$ cat src/aap_pkg.sv
// Shared types and constants of the AAC-hbr packetizer.
// No dependencies; imported by every module of the block.
package aap_pkg;

  localparam int unsigned AU_HEADER_BYTES = 4;
  localparam int unsigned QDEPTH = 4;
  localparam int unsigned QAW = $clog2(QDEPTH);

  localparam logic [7:0] AU_HDR_B0 = 8'h00;
  localparam logic [7:0] AU_HDR_B1 = 8'h10;

  localparam logic [15:0] CAP_RESET = 16'd1400;

  localparam logic CFG_ADTS_MODE       = 1'b0;
  localparam logic CFG_PACKET_CAPACITY = 1'b1;

  typedef enum logic [1:0] {
    ST_DATA  = 2'd0,
    ST_SYNC  = 2'd1,
    ST_LEN   = 2'd2,
    ST_SHORT = 2'd3
  } status_e;

  // One queued command: a status beat, or a data byte optionally led by an AU header.
  typedef struct packed {
    logic       is_status;
    status_e    status;
    logic       hdr;
    logic [7:0] data;
    logic       pe;
    logic       mk;
    logic [7:0] au0;
    logic [7:0] au1;
  } cmd_t;

endpackage

$ cat src/aap_front.sv
// Front part: config registers, ADTS parse and packet split, one byte per cycle while the queue has room.
// Depends on aap_pkg; emits one command per byte that makes results.
module aap_front (
  input  logic          clk_i,
  input  logic          rst_ni,
  input  logic          cfg_we_i,
  input  logic          cfg_idx_i,
  input  logic [15:0]   cfg_data_i,
  input  logic          accept_i,
  input  logic [7:0]    data_byte_i,
  input  logic          first_byte_i,
  input  logic          last_byte_i,
  input  logic [15:0]   buffer_length_i,
  output logic          cmd_valid_o,
  output aap_pkg::cmd_t cmd_o
);
  import aap_pkg::*;

  localparam logic [1:0] PH_IDLE    = 2'd0;
  localparam logic [1:0] PH_HEADER  = 2'd1;
  localparam logic [1:0] PH_PAYLOAD = 2'd2;

  logic        adts_q;
  logic [15:0] space_q;
  logic [1:0]  phase_q, phase_d;
  logic [3:0]  hc_q, hc_d;
  logic [3:0]  hs_q, hs_d;
  logic [12:0] fl_q, fl_d;
  logic [15:0] hl_q, hl_d;
  logic [15:0] pl_q, pl_d;
  logic [15:0] seg_q, seg_d;
  logic [7:0]  a0_q, a0_d;
  logic [7:0]  a1_q, a1_d;

  // space per packet is kept precomputed; config must only be changed while idle (not enforced by the block itself)
  always_ff @(posedge clk_i or negedge rst_ni) begin
    if (!rst_ni) begin
      adts_q  <= 1'b0;
      space_q <= CAP_RESET - 16'(AU_HEADER_BYTES);
    end else if (cfg_we_i) begin
      unique case (cfg_idx_i)
        CFG_ADTS_MODE: adts_q <= cfg_data_i[0];
        CFG_PACKET_CAPACITY: begin
          space_q <= (cfg_data_i > 16'(AU_HEADER_BYTES)) ?
                     cfg_data_i - 16'(AU_HEADER_BYTES) : 16'd1;
        end
        default: ;
      endcase
    end
  end

  always_comb begin
    logic bad;
    bad     = 1'b0;
    phase_d = phase_q;
    hc_d    = hc_q;
    hs_d    = hs_q;
    fl_d    = fl_q;
    hl_d    = hl_q;
    pl_d    = pl_q;
    seg_d   = seg_q;
    a0_d    = a0_q;
    a1_d    = a1_q;
    cmd_valid_o = 1'b0;
    cmd_o       = '0;

    if (first_byte_i) begin
      hl_d  = buffer_length_i;
      hc_d  = 4'd0;
      hs_d  = 4'd7;
      fl_d  = '0;
      seg_d = '0;
      pl_d  = '0;
      if (adts_q) begin
        phase_d = PH_HEADER;
      end else begin
        pl_d    = buffer_length_i;
        a0_d    = buffer_length_i[12:5];
        a1_d    = {buffer_length_i[4:0], 3'b000};
        phase_d = (buffer_length_i != 16'd0) ? PH_PAYLOAD : PH_IDLE;
      end
    end

    if (phase_d == PH_HEADER) begin
      case (hc_d)
        4'd0: begin
          if (data_byte_i != 8'hFF) begin
            cmd_valid_o = 1'b1; cmd_o.is_status = 1'b1; cmd_o.status = ST_SYNC; bad = 1'b1;
          end
        end
        4'd1: begin
          if (data_byte_i[7:4] != 4'hF) begin
            cmd_valid_o = 1'b1; cmd_o.is_status = 1'b1; cmd_o.status = ST_SYNC; bad = 1'b1;
          end
          hs_d = data_byte_i[0] ? 4'd7 : 4'd9;
        end
        4'd3: fl_d = {data_byte_i[1:0], 11'b0};
        4'd4: fl_d = fl_d | {2'b00, data_byte_i, 3'b000};
        4'd5: begin
          fl_d = fl_d | {10'b0, data_byte_i[7:5]};
          if ({3'b000, fl_d} > hl_d) begin
            cmd_valid_o = 1'b1; cmd_o.is_status = 1'b1; cmd_o.status = ST_LEN; bad = 1'b1;
          end else if (fl_d < {9'b0, hs_d}) begin
            cmd_valid_o = 1'b1; cmd_o.is_status = 1'b1; cmd_o.status = ST_SHORT; bad = 1'b1;
          end else begin
            pl_d = {3'b000, fl_d} - {12'b0, hs_d};
            a0_d = pl_d[12:5];
            a1_d = {pl_d[4:0], 3'b000};
          end
        end
        default: ;
      endcase
      if (bad) begin
        phase_d = PH_IDLE;
      end else begin
        hc_d = hc_d + 4'd1;
        if (hc_d >= hs_d) phase_d = (pl_d != 16'd0) ? PH_PAYLOAD : PH_IDLE;
        // header cut short by the end of the buffer
        if (last_byte_i && phase_d == PH_HEADER && hc_d <= 4'd5) begin
          cmd_valid_o = 1'b1; cmd_o.is_status = 1'b1; cmd_o.status = ST_LEN;
        end
      end
    end else if (phase_d == PH_PAYLOAD) begin
      if (pl_d == 16'd0) begin
        phase_d = PH_IDLE;
      end else begin
        if (seg_d == 16'd0) begin
          seg_d     = (space_q < pl_d) ? space_q : pl_d;
          cmd_o.hdr = 1'b1;
        end
        cmd_valid_o  = 1'b1;
        cmd_o.status = ST_DATA;
        cmd_o.data   = data_byte_i;
        cmd_o.pe     = (seg_d == 16'd1);
        cmd_o.mk     = (seg_d == pl_d);
        cmd_o.au0    = a0_d;
        cmd_o.au1    = a1_d;
        seg_d = seg_d - 16'd1;
        pl_d  = pl_d - 16'd1;
        if (pl_d == 16'd0) phase_d = PH_IDLE;
      end
    end

    if (last_byte_i) phase_d = PH_IDLE;
  end

  always_ff @(posedge clk_i or negedge rst_ni) begin
    if (!rst_ni) begin
      phase_q <= PH_IDLE;
      hc_q    <= '0;
      hs_q    <= 4'd7;
      fl_q    <= '0;
      hl_q    <= '0;
      pl_q    <= '0;
      seg_q   <= '0;
      a0_q    <= '0;
      a1_q    <= '0;
    end else if (accept_i) begin
      phase_q <= phase_d;
      hc_q    <= hc_d;
      hs_q    <= hs_d;
      fl_q    <= fl_d;
      hl_q    <= hl_d;
      pl_q    <= pl_d;
      seg_q   <= seg_d;
      a0_q    <= a0_d;
      a1_q    <= a1_d;
    end
  end

endmodule

$ cat src/aap_cmdq.sv
// Short command queue between front and back parts.
// Depends on aap_pkg for cmd_t and depth.
module aap_cmdq (
  input  logic          clk_i,
  input  logic          rst_ni,
  input  logic          push_i,
  input  aap_pkg::cmd_t wdata_i,
  output logic          full_o,
  input  logic          pop_i,
  output logic          empty_o,
  output aap_pkg::cmd_t head_o
);
  import aap_pkg::*;

  cmd_t           mem_q [QDEPTH];
  logic [QAW-1:0] wptr_q, rptr_q;
  logic [QAW:0]   cnt_q;

  assign full_o  = (cnt_q == (QAW+1)'(QDEPTH));
  assign empty_o = (cnt_q == '0);
  assign head_o  = mem_q[rptr_q];

  always_ff @(posedge clk_i) begin
    if (push_i && !full_o) mem_q[wptr_q] <= wdata_i;
  end

  always_ff @(posedge clk_i or negedge rst_ni) begin
    if (!rst_ni) begin
      wptr_q <= '0;
      rptr_q <= '0;
      cnt_q  <= '0;
    end else begin
      if (push_i && !full_o) wptr_q <= wptr_q + 1'b1;
      if (pop_i && !empty_o) rptr_q <= rptr_q + 1'b1;
      cnt_q <= cnt_q + (QAW+1)'(push_i && !full_o) - (QAW+1)'(pop_i && !empty_o);
    end
  end

endmodule

$ cat src/aap_back.sv
// Back part: expands the head command into result beats.
// Depends on aap_pkg; a data command with header gives five beats.
module aap_back (
  input  logic          clk_i,
  input  logic          rst_ni,
  input  logic          valid_i,
  input  aap_pkg::cmd_t cmd_i,
  input  logic          pop_i,
  output logic          done_o,
  output logic [7:0]    out_byte_o,
  output logic          packet_start_o,
  output logic          packet_end_o,
  output logic          marker_o,
  output logic [1:0]    status_o,
  output logic          run_last_o
);
  import aap_pkg::*;

  logic [2:0] cnt_q;
  logic       in_hdr;

  assign in_hdr = !cmd_i.is_status && cmd_i.hdr && (cnt_q != 3'(AU_HEADER_BYTES));
  assign done_o = valid_i && pop_i && !in_hdr;

  always_comb begin
    out_byte_o     = '0;
    packet_start_o = 1'b0;
    packet_end_o   = 1'b0;
    marker_o       = 1'b0;
    status_o       = cmd_i.status;
    run_last_o     = !in_hdr;
    if (!cmd_i.is_status) begin
      marker_o = cmd_i.mk;
      if (in_hdr) begin
        case (cnt_q[1:0])
          2'd0: begin out_byte_o = AU_HDR_B0; packet_start_o = 1'b1; end
          2'd1: out_byte_o = AU_HDR_B1;
          2'd2: out_byte_o = cmd_i.au0;
          default: out_byte_o = cmd_i.au1;
        endcase
      end else begin
        out_byte_o   = cmd_i.data;
        packet_end_o = cmd_i.pe;
      end
    end
  end

  always_ff @(posedge clk_i or negedge rst_ni) begin
    if (!rst_ni) begin
      cnt_q <= '0;
    end else if (valid_i && pop_i) begin
      cnt_q <= in_hdr ? cnt_q + 3'd1 : 3'd0;
    end
  end

endmodule

$ cat src/aac_adts_rtp_packetizer.sv
// AAC-hbr RTP payload packetizer: ADTS check and strip, AU header, packet split.
// Data path: each command is registered in the command queue before its beats reach the ports.
// Throughput: one input byte per cycle while the queue is not full; each byte gives at most
// one command, and the back part drains one beat per cycle while pop is high (five beats for a
// packet's first byte), so a four-entry command queue sets how long a header burst can run before full rises.
// Reset: async active low; clears queue, parse state, and config to its defaults.
module aac_adts_rtp_packetizer (
  input  logic        clk_i,
  input  logic        rst_ni,
  // config write port
  input  logic        cfg_we_i,
  input  logic        cfg_idx_i,
  input  logic [15:0] cfg_data_i,
  // input bytes
  input  logic        push,
  output logic        full,
  input  logic [7:0]  data_byte_i,
  input  logic        first_byte_i,
  input  logic        last_byte_i,
  input  logic [15:0] buffer_length_i,
  // result beats
  output logic        empty,
  input  logic        pop,
  output logic [7:0]  out_byte_o,
  output logic        packet_start_o,
  output logic        packet_end_o,
  output logic        marker_o,
  output logic [1:0]  status_o,
  output logic        run_last_o
);
  import aap_pkg::*;

  logic accept;
  logic cmd_valid;
  cmd_t cmd;
  cmd_t head;
  logic head_done;

  // a byte is taken whenever the queue has room, even if it makes no result
  assign accept = push && !full;

  aap_front u_front (
    .clk_i,
    .rst_ni,
    .cfg_we_i,
    .cfg_idx_i,
    .cfg_data_i,
    .accept_i    (accept),
    .data_byte_i,
    .first_byte_i,
    .last_byte_i,
    .buffer_length_i,
    .cmd_valid_o (cmd_valid),
    .cmd_o       (cmd)
  );

  aap_cmdq u_cmdq (
    .clk_i,
    .rst_ni,
    .push_i  (accept && cmd_valid),
    .wdata_i (cmd),
    .full_o  (full),
    .pop_i   (head_done),
    .empty_o (empty),
    .head_o  (head)
  );

  // head command retires on its run_last beat
  aap_back u_back (
    .clk_i,
    .rst_ni,
    .valid_i (!empty),
    .cmd_i   (head),
    .pop_i   (pop),
    .done_o  (head_done),
    .out_byte_o,
    .packet_start_o,
    .packet_end_o,
    .marker_o,
    .status_o,
    .run_last_o
  );

endmodule

$ cat config.mk
export PLATFORM = sky130hd
export DESIGN_NAME = aac_adts_rtp_packetizer
export DESIGN_NICKNAME = d
export VERILOG_FILES = /design/src/aap_pkg.sv /design/src/aap_front.sv /design/src/aap_cmdq.sv /design/src/aap_back.sv /design/src/aac_adts_rtp_packetizer.sv
export SDC_FILE = /design/constraint.sdc
export NUM_CORES = 1
export LEC_CHECK = 0
export ABC_AREA = 1
export BUFFER_PORTS_ARGS = -buffer_cell sky130_fd_sc_hd__buf_2
export CAP_MARGIN = 20
export CELL_PAD_IN_SITES_DETAIL_PLACEMENT = 0
export CELL_PAD_IN_SITES_GLOBAL_PLACEMENT = 2
export CORE_ASPECT_RATIO = 0.9
export CORE_MARGIN = 2
export CORE_UTILIZATION = 35
export CTS_CLUSTER_DIAMETER = 40
export DETAILED_ROUTE_END_ITERATION = 16
export PLACE_DENSITY_LB_ADDON = 0.1
export SKIP_CTS_REPAIR_TIMING = 1
export SKIP_LAST_GASP = 1
export SLEW_MARGIN = 20
export SYNTH_ARGS = -nofsm -noshare
export SYNTH_HDL_FRONTEND = slang
export SYNTH_SLANG_ARGS = --single-unit
$ cat constraint.sdc
create_clock -name clk_i -period 7.2 [get_ports clk_i]
set_input_delay 0.36 -clock clk_i [delete_from_list [all_inputs] [get_ports clk_i]]
set_output_delay 0.36 -clock clk_i [all_outputs]
set_load 0.005 [all_outputs]
# Word-level counts from Yosys, hierarchy flattened
# Memory sizes are Yosys's and may differ from the RTL's.
# Index checks and enable logic that the tools add are counted.
# classes
n_eq_ne	15
n_shift	0
bitwise_logic	3
div	0
n_reduce_logical	24
n_mul	0
n_addsub	10
magnitude_cmp	6
mux	92
# op_table
op	n
$mux W16	20
$mux W8	14
$mux W27	2
$logic_not A16 Y1	3
$pmux W13 S3	1
$mux W4	8
$reduce_bool A16 Y1	2
$sub A16 B1 Y16 const B	2
$mux W29	1
$mux W2	14
$mux W13	2
$pmux W8 S3	1
$mux W3	7
$mux W1	20
$eq A16 B1 Y1 const B	1
$eq A16 B16 Y1	1
$gt A13 B16 Y1	1
$gt A16 B3 Y1 const B	1
$lt A16 B16 Y1	1
$sub A16 B3 Y16 const B	1
$sub A13 B4 Y14	1
$lt A13 B4 Y1	1
$or A13 B11 Y13	1
$or A13 B3 Y13	1
other kinds (25)	43
# word_totals
wordCells	166
latch_bits	0
ram_bits	120
register_bits	114
mem_count	1
rom_bits	0
out_inout_bits	16
inputBits	48
# memory_table
name	words	width	read_ports	rd_clocked_by_memory_dff	wr	line	rtl
u_cmdq.mem_q	4	30	1	0	1	aap_cmdq.sv:15	cmd_t mem_q [QDEPTH];

# Depth between registers and ports, before layout
# Gate-level depths: netlist of run 1.
# logic_depth
ltp_word	22
mapped_depth	38

# By module
# From an unflattened synthesis of run 1, not the netlist that was laid out.
# hier_totals
hier_cells	1927
area_unflattened_um2	14819.2
# modules_own_cells
module	instances	seq_area_each_um2	area_per_inst_um2	cells_each
aap_front	1	2613.8	9046.2	1366
aap_cmdq	1	3778.6	5128.7	438
aap_back	1	75.1	616.8	117
aac_adts_rtp_packetizer	1	0.0	27.5	6

# Worst setup path after synthesis of run 1
# No wires, ideal clock.
# synth_timing
kind	input-to-reg
from	in first_byte_i
to	mem u_cmdq.mem_q[0][0] (netlist name) (enable)
path_slack_ns	1.987
arrival_time_ns	4.796
required_time_ns	6.783
path_stages	28
n_path_buf	6
cell_sequence	buf_6 -> buf_8 -> buf_6 -> buf_2 -> buf_1 -> mux2i_1 -> ha_1 -> a21o_1 -> nor2_1 -> nand2_1 -> nand2_1 -> nand2_1 -> nand2_1 -> nand3_2 -> buf_4 -> nand2_1 -> nand2_1 -> nor2_1 -> nand2_1 -> nor2_1 -> nand3_1 -> nand2_1 -> nand2_1 -> nand2_1 -> nand2_1 -> nand2_1 -> nand2_2 -> nor2_1
# synth_via
elab_chain_cells	22
# synth_lines
item	line	rtl
start, declared	aac_adts_rtp_packetizer.sv:18	input logic first_byte_i,
$mux W13	aap_front.sv:67	if (first_byte_i) begin
$or A13 B3 Y13	aap_front.sv:100	fl_d = fl_d | {10'b0, data_byte_i[7:5]};
$sub A13 B4 Y14 or $lt A13 B4 Y1 (tied branches)	aap_front.sv:106, aap_front.sv:103	
$mux W16	aap_front.sv:103	end else if (fl_d < {9'b0, hs_d}) begin
$mux W16	aap_front.sv:101	if ({3'b000, fl_d} > hl_d) begin
$mux W16	aap_front.sv:85	case (hc_d)
$mux W16	aap_front.sv:84	if (phase_d == PH_HEADER) begin
$reduce_bool A16 Y1	aap_front.sv:117	if (hc_d >= hs_d) phase_d = (pl_d != 16'd0) ? PH_PAYLOAD : PH_IDLE;
[... 5 more ...]	n/a	
$logic_and A1 B1 Y1 (2 in a row)	aap_front.sv:119	if (last_byte_i && phase_d == PH_HEADER && hc_d <= 4'd5) begin
$mux W1	aap_front.sv:119	
$mux W1	aap_front.sv:113	if (bad) begin
$mux W1 *	aap_front.sv:84	
$logic_and A1 B1 Y1 *	aac_adts_rtp_packetizer.sv:60	.push_i (accept && cmd_valid),
$logic_and A1 B1 Y1 *	aap_cmdq.sv:24	if (push_i && !full_o) mem_q[wptr_q] <= wdata_i;
$mux W1 *	aap_cmdq.sv:24	
$mux W1 (implied by the code) *	aap_cmdq.sv:24	
end, declared	aap_cmdq.sv:15	
# Mark *: on every way between the ends. The rest lies on a longest branch, timed or not. The select of a mux whose other input is x is not followed.

==> run summary, run 1 <==
For this run, the detailed router's first-pass iteration total came to 5. The total vias in the final route came out at 12,464. The setup slack after placement is 1.81 ns. The number of standard cells in the final layout excluding fillers is 2,417, and the total number of placement rows is 70. The initial cell density of the core is 0.353. No sink is reached through more buffers than the 3 on the longest clock path. The number of top-level pins was 64; the met1 layer usage reported by global route was 0.327. The number of nets in the synthesized netlist is 1,891. Adding up every negative setup slack in the final design gives 0 ns. Compared with the post-synthesis result, the final layout area differs by 16.5%. Synthesis inferred 234 register bits. The congestion estimate from routability-driven global placement came to 0.860. The number of global-route vias before repair is 12,085. The number of H-tree levels was 2. The clock net in this run drives a total of 234 sinks.

The run gives 0.421 as the proportion of power drawn by combinational gates. The run gives 0 as the number of hold-slack violations in the final timing report. In this run the worst setup path begins at u_front.adts_q. By area the synthesized netlist is led by sky130_fd_sc_hd__edfxtp_1 (25%), sky130_fd_sc_hd__dfrtp_1 (18%), sky130_fd_sc_hd__nand2_1 (11%). The switching fraction of total power is 0.418. Portion of the post-synthesis area used by sequential elements: 0.453. The worst-case headroom to the max-slew limit is 0.313, and the switching power of the nets is 2.94 mW.

Yosys printed 0 warnings. The flow ran to the end, and the final reports show no timing, DRC or antenna violations. In the post-route analysis, the smallest setup slack over all paths is 1.90 ns. In this run, placement finished with an instance count of 2,334. The average vias per placed instance is 5.16, and the aggregate routed wire length is 46,500 microns. The floorplan die width is 217 microns, and the post-synthesis async set-or-reset flop share is 0.487.

The die covers 42,400 sq um. The region available for standard cell placement spans 40,500 sq um. The final max-slew violation count was 0. The layout cell share with drive strength beyond 1 was 0.112. The tools report the part of the total power dissipated in the clock network as 0.303.

The endpoint kind of the worst setup timing path is a register. For this run the aggregate overflow at the end of global routing stands at 0. After clock tree synthesis, the clock-pin slew on the worst setup and hold paths is 0.05 ns.

Entering global routing, the biggest net connects 85 pins. After detailed placement, the total cell area comes to 15,100 sq um. The run gives 1,785 as the gate count of the mapped netlist.

The category of the worst setup path launch point was a register. Met2 layer usage reported by global route: 0.340. Layer with the highest usage: met2. The post-layout net count is 1,948, and the height of the chip is 196 microns. Subtracting the final worst setup slack from the clock period gives 5.30 ns. For this block, the initial DRC count from the detailed router was 868. The distinct cell type count of the synthesized netlist is 59. The tools report the number of antenna violations at the first check in global routing as 0. After detailed routing, the average wire length per cell comes to 19.2 microns. TritonCTS built the clock tree. VDD sags by at most 275 uV.

In this run the remaining antenna-violating nets after routing total 0. The count of flip-flops with a built-in enable after synthesis is 120. The sequential group share of total power is 0.276, and the detailed placer's ending HPWL is 33,400 microns.

The commonest cells after synthesis are sky130_fd_sc_hd__nand2_1 (404), sky130_fd_sc_hd__inv_1 (203), sky130_fd_sc_hd__nor2_1 (192), sky130_fd_sc_hd__o21ai_0 (140), sky130_fd_sc_hd__edfxtp_1 (120). Setup-violating endpoint count in the final report: 0. The tightest min-delay check is of the primary input to register type. For this run, the leading register cell type out of synthesis is sky130_fd_sc_hd__edfxtp_1.

In the post-synthesis netlist, the cell with the most instances is sky130_fd_sc_hd__nand2_1. Power spread over the standard cell area amounts to 422 nW/um^2. The first global-routing pass estimated 72,200 microns of wire. Each instance of the synthesized netlist takes up on average 8.00 sq um. Kind of critical path: register to register. The top-area cell type share of the netlist area was 0.252. The logs give 0.411 for the final core utilization and 0 for the remaining routing DRC violations. The CTS buffer count is 45.

Static timing analysis puts the maximum clock frequency at 189 MHz. The startpoint identified for the worst hold timing path is cfg_data_i[2]. After synthesis the cells add up to 14,300 sq um.

For this design the static power due to leakage is 7.41 nW. The startpoint of the lowest-slack register-to-register path was u_front.adts_q. In this run the worst path has a maximum fanout of 27. Setup repair after global routing left no endpoint under its margin.

The finished cells cover 16,600 sq um. The count of buffers inserted at the top-level ports was 63. For the number of max-cap violations, the log shows 0.

The tools report the clock root buffer as sky130_fd_sc_hd__clkbuf_16. The clock latency on the worst-skew pair is 0.58 ns. The slew of the pin with the lowest slew margin was 1.03 ns. The part of the cycle the worst path needs was 0.736. STA puts the critical path data arrival time at 5.57 ns.

Antenna diode count: 0. The clock arrives with 0.0386 ns of skew. Data on the critical path is required at its endpoint by 7.48 ns.

The logs give 7.01 mW for the post-route total power and 0.00978 ns for the worst slack on hold paths. The combined global-route utilization of all metal layers was 0.222. The tools report the met3 track demand over resource in global routing as 0.0344.

The internal portion of the total power is 4.08 mW. Leading area contributor after synthesis: sky130_fd_sc_hd__edfxtp_1.
flip-flops by register name, indices dropped and copies added, names as in the netlist:
signal	count
u_cmdq.mem_q	120
u_front.hl_q	16
u_front.pl_q	16
u_front.seg_q	16
u_front.space_q	16
u_front.fl_q	13
u_front.a0_q	8
u_front.a1_q	8
u_front.hc_q	4
u_front.hs_q	4
u_back.cnt_q	3
u_cmdq.cnt_q	3
u_cmdq.rptr_q	2
u_cmdq.wptr_q	2
u_front.phase_q	2
u_front.adts_q	1
final cells by class:
type	count	area, sq um
well taps	540	676
flip-flops and latches	234	6470
clock inverters	27	338
fillers	4185	23800
multi-input cells	1257	6660
clock buffers	55	1200
inverters	222	833
repair buffers	82	463
worst max-delay path: stages (launching register included):
cell                      delay [ns]
sky130_fd_sc_hd__dfrtp_1        0.43
sky130_fd_sc_hd__inv_1          0.18
sky130_fd_sc_hd__nand2_2        0.13
sky130_fd_sc_hd__inv_2          0.40
sky130_fd_sc_hd__nand2_1        0.28
sky130_fd_sc_hd__o21ai_1        0.44
sky130_fd_sc_hd__inv_1          0.26
sky130_fd_sc_hd__ha_1           0.37
sky130_fd_sc_hd__nand2_1        0.05
sky130_fd_sc_hd__inv_1          0.04
sky130_fd_sc_hd__nand2_1        0.05
sky130_fd_sc_hd__nand2_1        0.06
sky130_fd_sc_hd__nand2_1        0.05
sky130_fd_sc_hd__nand2_1        0.06
sky130_fd_sc_hd__nand2_1        0.28
sky130_fd_sc_hd__nand2_2        0.42
sky130_fd_sc_hd__nand2_1        0.09
sky130_fd_sc_hd__nand3_1        0.14
sky130_fd_sc_hd__nand2_1        0.19
sky130_fd_sc_hd__nor2_1         0.25
sky130_fd_sc_hd__inv_1          0.06
sky130_fd_sc_hd__nor2_1         0.17
sky130_fd_sc_hd__nand2_1        0.07
sky130_fd_sc_hd__nor3_1         0.53
kinds of logic after synthesis:
logic type | Yosys count | synth area share
and+or+nand+nor | 779 | 0.231
xor gates and xnor gates | 38 | 0.0233
AOI/OAI and AO/OA | 371 | 0.150
DFF | 234 | 0.453
muxes | 11 | 0.00771
buffers and inverters | 294 | 0.0828
adders and majority gates | 58 | 0.0519
power groups by stage:
stage / logic (mW) / clock network, mW / registers [mW]
floorplan: 2.08 / 0 / 1.91
global placement: 2.96 / 0 / 1.96
detailed placement: 2.96 / 0 / 1.96
CTS: 2.97 / 2.17 / 1.94
global route: 3.35 / 2.24 / 1.98
finish: 2.95 / 2.12 / 1.94
placed cells by master (no fill, tap or decap), types with 7 or more instances in the layout:
| master | netlist | layout |
|---|---|---|
| sky130_fd_sc_hd__a22oi_1 | 8 | 8 |
| sky130_fd_sc_hd__xor2_1 | 32 | 32 |
| sky130_fd_sc_hd__buf_4 | 7 | 19 |
| sky130_fd_sc_hd__nand2_2 | 7 | 7 |
| sky130_fd_sc_hd__buf_2 | 9 | 62 |
| sky130_fd_sc_hd__clkbuf_16 | 0 | 45 |
| sky130_fd_sc_hd__a31oi_1 | 11 | 11 |
| sky130_fd_sc_hd__o22ai_1 | 33 | 33 |
| sky130_fd_sc_hd__inv_2 | 10 | 11 |
| sky130_fd_sc_hd__a32o_1 | 15 | 15 |
| sky130_fd_sc_hd__a21oi_1 | 89 | 89 |
| sky130_fd_sc_hd__clkinv_1 | 9 | 13 |
| sky130_fd_sc_hd__nor2_2 | 7 | 12 |
| sky130_fd_sc_hd__dfrtp_1 | 105 | 104 |
| sky130_fd_sc_hd__a221oi_1 | 7 | 7 |
| sky130_fd_sc_hd__nand4_1 | 26 | 26 |
| sky130_fd_sc_hd__mux2i_1 | 11 | 11 |
| sky130_fd_sc_hd__inv_1 | 203 | 202 |
| sky130_fd_sc_hd__nand2_1 | 404 | 404 |
| sky130_fd_sc_hd__nand3_1 | 100 | 100 |
| sky130_fd_sc_hd__o21ai_0 | 140 | 140 |
| sky130_fd_sc_hd__dfstp_2 | 9 | 9 |
| sky130_fd_sc_hd__ha_1 | 56 | 56 |
| sky130_fd_sc_hd__nor3_1 | 19 | 19 |
| sky130_fd_sc_hd__edfxtp_1 | 120 | 120 |
| sky130_fd_sc_hd__o21ai_1 | 32 | 31 |
| sky130_fd_sc_hd__nor2_1 | 192 | 187 |
path summary, 6_finish.rpt:
path                                            end  slack, ns  cells past startpoint
max in group asynchronous          u_cmdq.rptr_q[0]       5.36                      3
worst max-delay path            u_cmdq.mem_q[0][17]       1.90                     23
worst min-delay path             u_front.space_q[2]       0.01                      2
worst min register to register    u_front.seg_q[13]       0.48                      2
min in group asynchronous           u_front.a1_q[6]       0.43                      2
worst max register to register  u_cmdq.mem_q[0][17]       1.90                     23
metal layers:
layer | vias to the layer above | part of all wire
met5 | - | 0
met4 | 0 | 0.017
met3 | 57 | 0.048
met2 | 304 | 0.44
met1 | 5969 | 0.50
li1 | 6134 | -
Power figures use the tool's default switching activity.
==> run 2: changes to the inputs <==
- CORE_UTILIZATION: 35 -> 34
- clock period: 7.2 -> 4.62 ns (I/O delays scaled with it)
==> run 2 against run 1 <==
  * The run now ends with hold timing left
  * Worst setup slack got worse by 1.5 ns
  * Non-clock buffer count up 61
  * Critical path depth grew 2
  * Clock skew fell by 0.0073 ns
  * Sequential power rose by 58%
  * Sequential share of layout area is 1.3 points lower
  * Clock power up 58%
  * Global-route usage grew 0.16 points
  * First-iteration DRC count fell by 12%
  * Critical path type unchanged
==> run summary, run 2 (same netlist as run 1, synthesis figures left out) <==
The post-route met1 wirelength was 23,200 microns (-0.18%). The checks that failed: hold timing. The worst slack on hold paths is -0.00474 ns (-0.0145 ns). The arrival time of data at the critical path endpoint came out at 4.66 ns (-0.91 ns).

Reg2reg setup slack: 0.43 ns (-1.47 ns). The startpoint of the lowest-slack register-to-register path was u_front.hs_q[0]. The run gives 45 (unchanged) as the CTS buffer count. The slowest stage of the critical path is the sky130_fd_sc_hd__dfstp_2 cell.

The count of buffering cells on the critical path with inverters included works out to 5 (unchanged). The worst setup path is launched from a register. For the detailed placer's ending HPWL, the log shows 35,200 microns (+5.4%). For the number of nets still failing antenna checks after routing, the log shows 0 (unchanged).

The post-route total power is 11.1 mW (+59%), and the area added between synthesis and finish is 20.5%. The worst stage delay on the critical path was 0.53 ns (about the same). The worst-case headroom to the max-slew limit is 0.433 (+0.120).

The class of the tightest hold or removal check is primary input to register. The count of buffers inserted at the top-level ports was 63 (unchanged); the minimum clock period after layout was 4.19 ns (-1.11 ns). The upper clock frequency limit was 239 MHz (+26%); the area of the core was 41,700 sq um (+3.0%). The run gives 74 (-13%) as the largest net degree at the start of global routing. Number of filler instances in the final layout: 4,341 (+3.7%). The number of max-cap violations came out at 0 (unchanged). The post-layout net count is 2,009 (+3.1%). The destination of the critical timing path was u_cmdq.cnt_q[2]. The average routed wire per standard cell was 19.2 microns (-0.21%).

The run gives 71 (+1.4%) as the total number of placement rows. Worst setup path startpoint: u_front.hs_q[0]. The critical path depth came out at 25 (+8.7%). The number of antenna violations at the first check in global routing was 2 (+2); the flip-flop count of the largest register, all copies and words added was 120 (unchanged).

For the number of hold-slack violations in the final timing report, the log shows 1 (+1). Setup repair after global routing left no endpoint under its margin. The worst setup path is of the register to register kind. The most common cell after layout, fill and taps aside is sky130_fd_sc_hd__nand2_1. In this design, the largest share of critical-path delay is due to simple AND/OR/NAND/NOR gates.

The worst-case clock skew came out at 0.0313 ns (-0.00735 ns). The flow ran to the end, but the final reports show violations. The cell count after placement is 2,395 (+2.6%), and the sum of overflow across all layers after global routing is 0 (unchanged). In this run the top signal layer used is met4.

TritonCTS built the clock tree. The clock transition at the registers of the reported paths was 0.05 ns (about the same). The floorplan die width was 220 microns (+1.4%). The combined global-route utilization of all metal layers came out at 0.224 (+0.00162). The worst voltage drop across the vdd grid was 273 uV (-0.67%); the part of the cycle the worst path needs was 0.907 (+0.171). The average vias per placed instance is 5.08 (-1.5%), and the die area is 43,700 sq um (+2.9%).

The tools report the length of the first detailed-routing pass in iterations as 5 (unchanged). The tools report the capture point of the worst reg-to-reg path as u_cmdq.cnt_q[2]. The layout cell share with drive strength beyond 1 is 0.137 (+0.0249). The tools report the TritonCTS sink count as 234 (unchanged).

The antenna diode count came out at 0 (unchanged). The top cell types in the final layout, fill and taps aside, are sky130_fd_sc_hd__nand2_1 (404), sky130_fd_sc_hd__inv_1 (202), sky130_fd_sc_hd__nor2_1 (186). The cell leakage power is 7.74 nW (+4.4%), and the number of H-tree levels is 2 (unchanged).

The top fanout value on the critical path works out to 20 (-26%). Register name with the most flops: u_cmdq.mem_q. The worst-case clock buffer depth is 3 (unchanged), and the setup-violating endpoint count in the final report is 0 (unchanged). The logs give 21,000 microns (+3.4%) for the routed length on met2 and 5.09 ns (-2.39 ns) for the data required time of the worst path. The worst setup path is captured at a register. The final RePlAce weighted congestion came out at 0.844 (-1.9%).

The number of top-level pins is 64 (unchanged), and the DRC marker count from the first detailed-route iteration is 764 (-12%). The aggregate routed wire length was 47,700 microns (+2.6%); the clock latency on the worst-skew pair was 0.58 ns (about the same). For the wire length of the first global-routing pass, the log shows 73,800 microns (+2.2%). The wire length on met3 is 2500 microns (+13%). The number of global-route vias before repair came out at 12,484 (+3.3%). The tools report the clock root buffer as sky130_fd_sc_hd__clkbuf_16. The tools report the remaining routing DRC violations as 0 (unchanged). The final max-slew violation count is 0 (unchanged), and the number of standard cells in the final layout excluding fillers is 2,484 (+2.8%).

The height of the chip works out to 198 microns (+1.4%). The number of cells on the worst reg-to-reg path is 25 (+8.7%), and the total power per unit cell area is 647 nW/um^2 (+54%). The slew of the pin with the lowest slew margin is 0.851 ns (-0.176 ns).

Initial cell density of the core: 0.343 (-0.0102). Total vias in the final route: 12,622 (+1.3%). The cell that appears most often on the critical path is sky130_fd_sc_hd__nand2_1.
run 2: cell count changes in the layout (fill, tap and decap cells not counted), moves of 2 or more:
cell and delta:
sky130_fd_sc_hd__clkinv_4 +2, sky130_fd_sc_hd__buf_12 +6, sky130_fd_sc_hd__clkinvlp_4 -5, sky130_fd_sc_hd__buf_4 +47
sky130_fd_sc_hd__dlygate4sd3_1 +7, sky130_fd_sc_hd__inv_6 +6, sky130_fd_sc_hd__clkinv_2 -2, sky130_fd_sc_hd__clkbuf_1 +3
sky130_fd_sc_hd__clkinv_1 -4
run 2: cell type report:
class	instances	area, sq um	area share
multi-input combinational	1257	6660	0.387
sequential	234	6470	0.376
clock buffer	57	1200	0.0698
timing repair buffer	143	1020	0.0591
inverter	222	833	0.0484
tap	547	684	0.0398
clock inverter	24	345	0.0201
run 2: worst reg2reg max path, cell delays in order, from the launching register on:
cell,delay [ns]
sky130_fd_sc_hd__dfstp_2,0.53
sky130_fd_sc_hd__nor2_1,0.05
sky130_fd_sc_hd__inv_1,0.10
sky130_fd_sc_hd__ha_1,0.15
sky130_fd_sc_hd__inv_1,0.06
sky130_fd_sc_hd__fa_1,0.49
sky130_fd_sc_hd__nand4_1,0.20
sky130_fd_sc_hd__nand4_4,0.17
sky130_fd_sc_hd__nand3_2,0.14
sky130_fd_sc_hd__buf_6,0.19
sky130_fd_sc_hd__nand2_1,0.08
sky130_fd_sc_hd__o21ai_1,0.11
sky130_fd_sc_hd__nand2_1,0.08
sky130_fd_sc_hd__nor2_1,0.15
sky130_fd_sc_hd__nand3_1,0.13
sky130_fd_sc_hd__nand2_1,0.09
sky130_fd_sc_hd__nand2_1,0.05
sky130_fd_sc_hd__nand2_1,0.07
sky130_fd_sc_hd__nand2_1,0.09
sky130_fd_sc_hd__nand2_1,0.14
sky130_fd_sc_hd__nand2_2,0.14
sky130_fd_sc_hd__inv_1,0.09
sky130_fd_sc_hd__ha_1,0.14
sky130_fd_sc_hd__inv_1,0.05
sky130_fd_sc_hd__fa_1,0.42
sky130_fd_sc_hd__xor2_1,0.17
run 2: worst min path at each step:
stage / slack [ns] / end / startpoint / cells past startpoint
2_1_floorplan: -0.06 / u_back.cnt_q[0] / rst_ni / 0
3_3_place_gp: 0.31 / u_cmdq.wptr_q[1] / rst_ni / 1
3_5_place_dp: 0.32 / u_cmdq.wptr_q[1] / rst_ni / 1
4_1_cts: -0.31 / u_cmdq.wptr_q[1] / rst_ni / 1
5_1_grt: 0.007 / u_front.space_q[11] / cfg_data_i[11] / 3
6_report: -0.005 / u_front.phase_q[0] / last_byte_i / 4
run 2: metrics by stage:
step / TNS (ns) / setup WS, ns / utilization / cell area [sq um]
finish: 0 / 0.430 / 0.413 / 17200
floorplan: -55.73 / -0.464 / - / 14300
detailed placement: 0 / 0.164 / 0.374 / 15600
global placement: 0 / 0.164 / 0.374 / 15600
global route: 0 / 0.0148 / 0.413 / 17200
CTS: 0 / 0.281 / 0.411 / 17100
run 2: power breakdown:
group          internal (mW)  total [mW]  switching (mW)  leakage, nW
Clock                   2.16        3.35            1.19        0.751
Combinational           1.59        4.72            3.13         4.48
Sequential              2.78        3.07           0.291         2.51
run 2: routing by layer:
| metal | track usage | vias to the layer above |
|---|---|---|
| met4 | 0.0654 | 0 |
| li1 | - | 6260 |
| met1 | 0.321 | 6023 |
| met2 | 0.344 | 273 |
| met3 | 0.0393 | 66 |
| met5 | 0 | - |
==> run 3: changes to the inputs <==
- CORE_UTILIZATION: 34 -> 35
- clock period: 4.62 -> 4 ns (I/O delays scaled with it)
==> run 3 against run 2 <==
  * The run still ends with hold timing left
  * Worst setup slack worse by 0.17 ns
  * Via count is 2.0% higher
  * Sequential power is 15% higher
  * Largest power group unchanged
==> run summary, run 3 (same netlist as run 1, synthesis figures left out) <==
Post-route total power: 13.3 mW (+20%). The run gives 0.353 (+0.0102) as the initial cell density of the core. Leaving out fill and tap cells, the most frequent cell in the layout is sky130_fd_sc_hd__nand2_1.

The clock latency on the worst-skew pair is 0.58 ns (about the same), and the average vias per placed instance is 5.01 (-1.4%). The height of the chip is 196 microns (-1.4%), and the post-route setup TNS is 0 ns (unchanged). The run gives 12,776 (+2.3%) as the number of global-route vias before repair. The worst slack on hold paths was -0.0167 ns (-0.0120 ns); the setup slack after placement was -0.0682 ns (-0.232 ns). The count of buffering cells on the critical path with inverters included was 6 (+1); the internal portion of total power was 7.89 mW (+21%).

The run gives 2,472 (+3.2%) as the cell count after placement. The floorplan die width was 217 microns (-1.4%). Number of hold-slack violations in the final timing report: 5 (+4).

The tools report the DRC marker count from the first detailed-route iteration as 843 (+10%). The minimum clock period after layout is 3.74 ns (-0.448 ns). The class of the tightest hold or removal check was primary input to register. The area of the core is 40,500 sq um (-2.9%), and the top fanout value on the critical path is 10 (-50%). In this run the clock root is driven by a sky130_fd_sc_hd__clkbuf_16. The run finished, with violations left. The run gives 356 uV (+30%) as the worst voltage drop across the vdd grid.

For the final max-slew violation count, the log shows 0 (unchanged). The sequential group share of total power was 0.264 (-0.012); the slew of the pin with the lowest slew margin was 0.870 ns (+0.0191 ns). Number of nets still failing antenna checks after routing: 0 (unchanged).

The number of cells on the worst reg-to-reg path is 26 (+4.0%). In the layout the commonest cells are sky130_fd_sc_hd__nand2_1 (391), sky130_fd_sc_hd__inv_1 (196), sky130_fd_sc_hd__nor2_1 (182). The number of standard cells in the final layout excluding fillers came out at 2,569 (+3.4%). The reg2reg setup slack is 0.26 ns (-0.17 ns). The part of the cycle the worst path needs is 0.936 (+0.0285). For the detailed placer's ending HPWL, the log shows 34,900 microns (-0.66%). The destination of the worst hold path is u_front.space_q[8]. The total number of placement rows was 70 (-1.4%); the cell count of the worst hold path was 3 (-1). Final RePlAce weighted congestion: 0.890 (+5.5%). The tools report the number of filler instances in the final layout as 4,129 (-4.9%). The wire length of the first global-routing pass was 74,100 microns (+0.52%). The count of buffers inserted at the top-level ports works out to 63 (unchanged). The register name with the most flops is u_cmdq.mem_q.

Number of antenna violations at the first check in global routing: 1 (-1). The run gives 0 (unchanged) as the antenna diode count. The TritonCTS sink count was 234 (unchanged); the layout cell share with drive strength beyond 1 was 0.200 (+0.0628). The most numerous cell type found on the critical path is sky130_fd_sc_hd__nand2_1.

The slowest stage of the critical path is the sky130_fd_sc_hd__fa_2 cell. The remaining routing DRC violations was 0 (unchanged); the sum of overflow across all layers after global routing was 0 (unchanged). For the met1 layer usage reported by global route, the log shows 0.329 (+0.00832). The area added between synthesis and finish came out at 26.7%. The run gives 2,098 (+4.4%) as the post-layout net count. The worst register-to-register path ends at u_cmdq.cnt_q[1]. TritonCTS built the clock tree. The worst path setup slack after routing came out at 0.258 ns (-0.172 ns). The tools report the CTS buffer count as 46 (+2.2%). The total power per unit cell area is 737 nW/um^2 (+14%), and the total vias in the final route is 12,870 (+2.0%).

The number of top-level pins was 64 (unchanged); the upper clock frequency limit was 267 MHz (+12%). The worst-case clock skew came out at 0.0349 ns (+0.00358 ns). The cell leakage power is 8.23 nW (+6.3%), and the worst-case clock buffer depth is 3 (unchanged). The tools report the aggregate routed wire length as 47,300 microns (-0.85%). Proportion of power drawn by combinational gates: 0.445 (+0.021). The clock transition at the registers of the reported paths was 0.06 ns (about the same); the combined global-route utilization of all metal layers was 0.228 (+0.00473). Area of all placed cells without fillers: 18,100 sq um (+5.2%). The flip-flop count of the largest register, all copies and words added came out at 120 (unchanged). The number of H-tree levels was 2 (unchanged).

The run gives 0.360 (+0.0153) as the met2 layer usage reported by global route. The kind of cell adding the most delay to the critical path was simple AND/OR/NAND/NOR gates. The worst-case headroom to the max-slew limit was 0.420 (-0.0127); the average routed wire per standard cell was 18.4 microns (-4.1%).

STA classifies the critical path startpoint as a register. The run gives 0.0367 (-0.00255) as the met3 track demand over resource in global routing. The worst stage delay on the critical path was 0.57 ns (+0.04 ns). The worst register-to-register path begins at u_front.hs_q[0]. The switching fraction of total power is 0.409 (-0.00574). The tools report the endpoint kind of the worst setup timing path as a register. The data required time of the worst path is 4.47 ns (-0.62 ns), and the die area is 42,400 sq um (-2.8%). The tools report the switching power of the nets as 5.45 mW (+18%).

The final reports fail on hold timing. The critical path starts at u_front.hs_q[0]. The startpoint identified for the worst hold timing path is cfg_data_i[8]. The arrival time of data at the critical path endpoint was 4.21 ns (-0.45 ns). The layer with the highest usage was met2. The number of max-cap violations was 0 (unchanged). By startpoint and endpoint, the worst setup path is classified as register to register.

The largest net degree at the start of global routing came out at 115 (+55%). The length of the first detailed-routing pass in iterations is 5 (unchanged). The logs give 0 (unchanged) for the setup-violating endpoint count in the final report and 0.291 (-0.010) for the part of the total power dissipated in the clock network. The post-place instance area was 16,200 sq um (+4.2%).
run 3: metal layers:
metal / up-vias / routed length [microns] / share of wire
met2: 271 / 21200 / 0.45
met4: 2 / 710 / 0.015
met1: 6099 / 23200 / 0.49
met3: 52 / 2100 / 0.044
li1: 6446 / - / -
met5: - / 8 / 0.00017
run 3: area by class of cell:
class / count / area [sq um] / area share
clock inverter: 29 / 337 / 0.0186
timing repair buffer: 231 / 1720 / 0.0950
sequential: 234 / 6470 / 0.357
multi-input combinational: 1257 / 6830 / 0.377
inverter: 222 / 836 / 0.0462
clock buffer: 56 / 1240 / 0.0684
tap: 540 / 676 / 0.0373
run 3: worst max-delay path by stage:
stage	to	cells past startpoint
floorplan	u_cmdq.cnt_q[2]	33
global placement	u_cmdq.mem_q[2][17]	24
detailed placement	u_cmdq.cnt_q[2]	28
CTS	u_cmdq.cnt_q[2]	27
global route	u_cmdq.mem_q[2][16]	26
finish	u_cmdq.cnt_q[1]	26
run 3: power groups by stage:
stage | clock (mW) | sequential (mW) | combinational (mW)
after floorplan | 0 | 3.43 | 3.77
after global placement | 0 | 3.55 | 5.81
after detailed placement | 0 | 3.55 | 5.83
after CTS | 3.97 | 3.51 | 5.85
after global routing | 4.07 | 3.59 | 6.74
final | 3.89 | 3.52 | 5.94
run 3: worst register-to-register path: cells and delay by family (launching register included):
kind,cells,cell delay (ns)
buffers and inverters,6,0.51
adder cells (fa/ha/maj),4,1.10
flip-flops,1,0.37
AND/OR/NAND/NOR,16,1.67
run 3: stage by stage:
stage                      util  hold slack [ns]
after global routing      0.447          0.00239
after floorplan               -          -0.0956
after detailed placement  0.401            0.366
after global placement    0.401            0.364
after CTS                 0.440           -0.238
final                     0.447          -0.0167
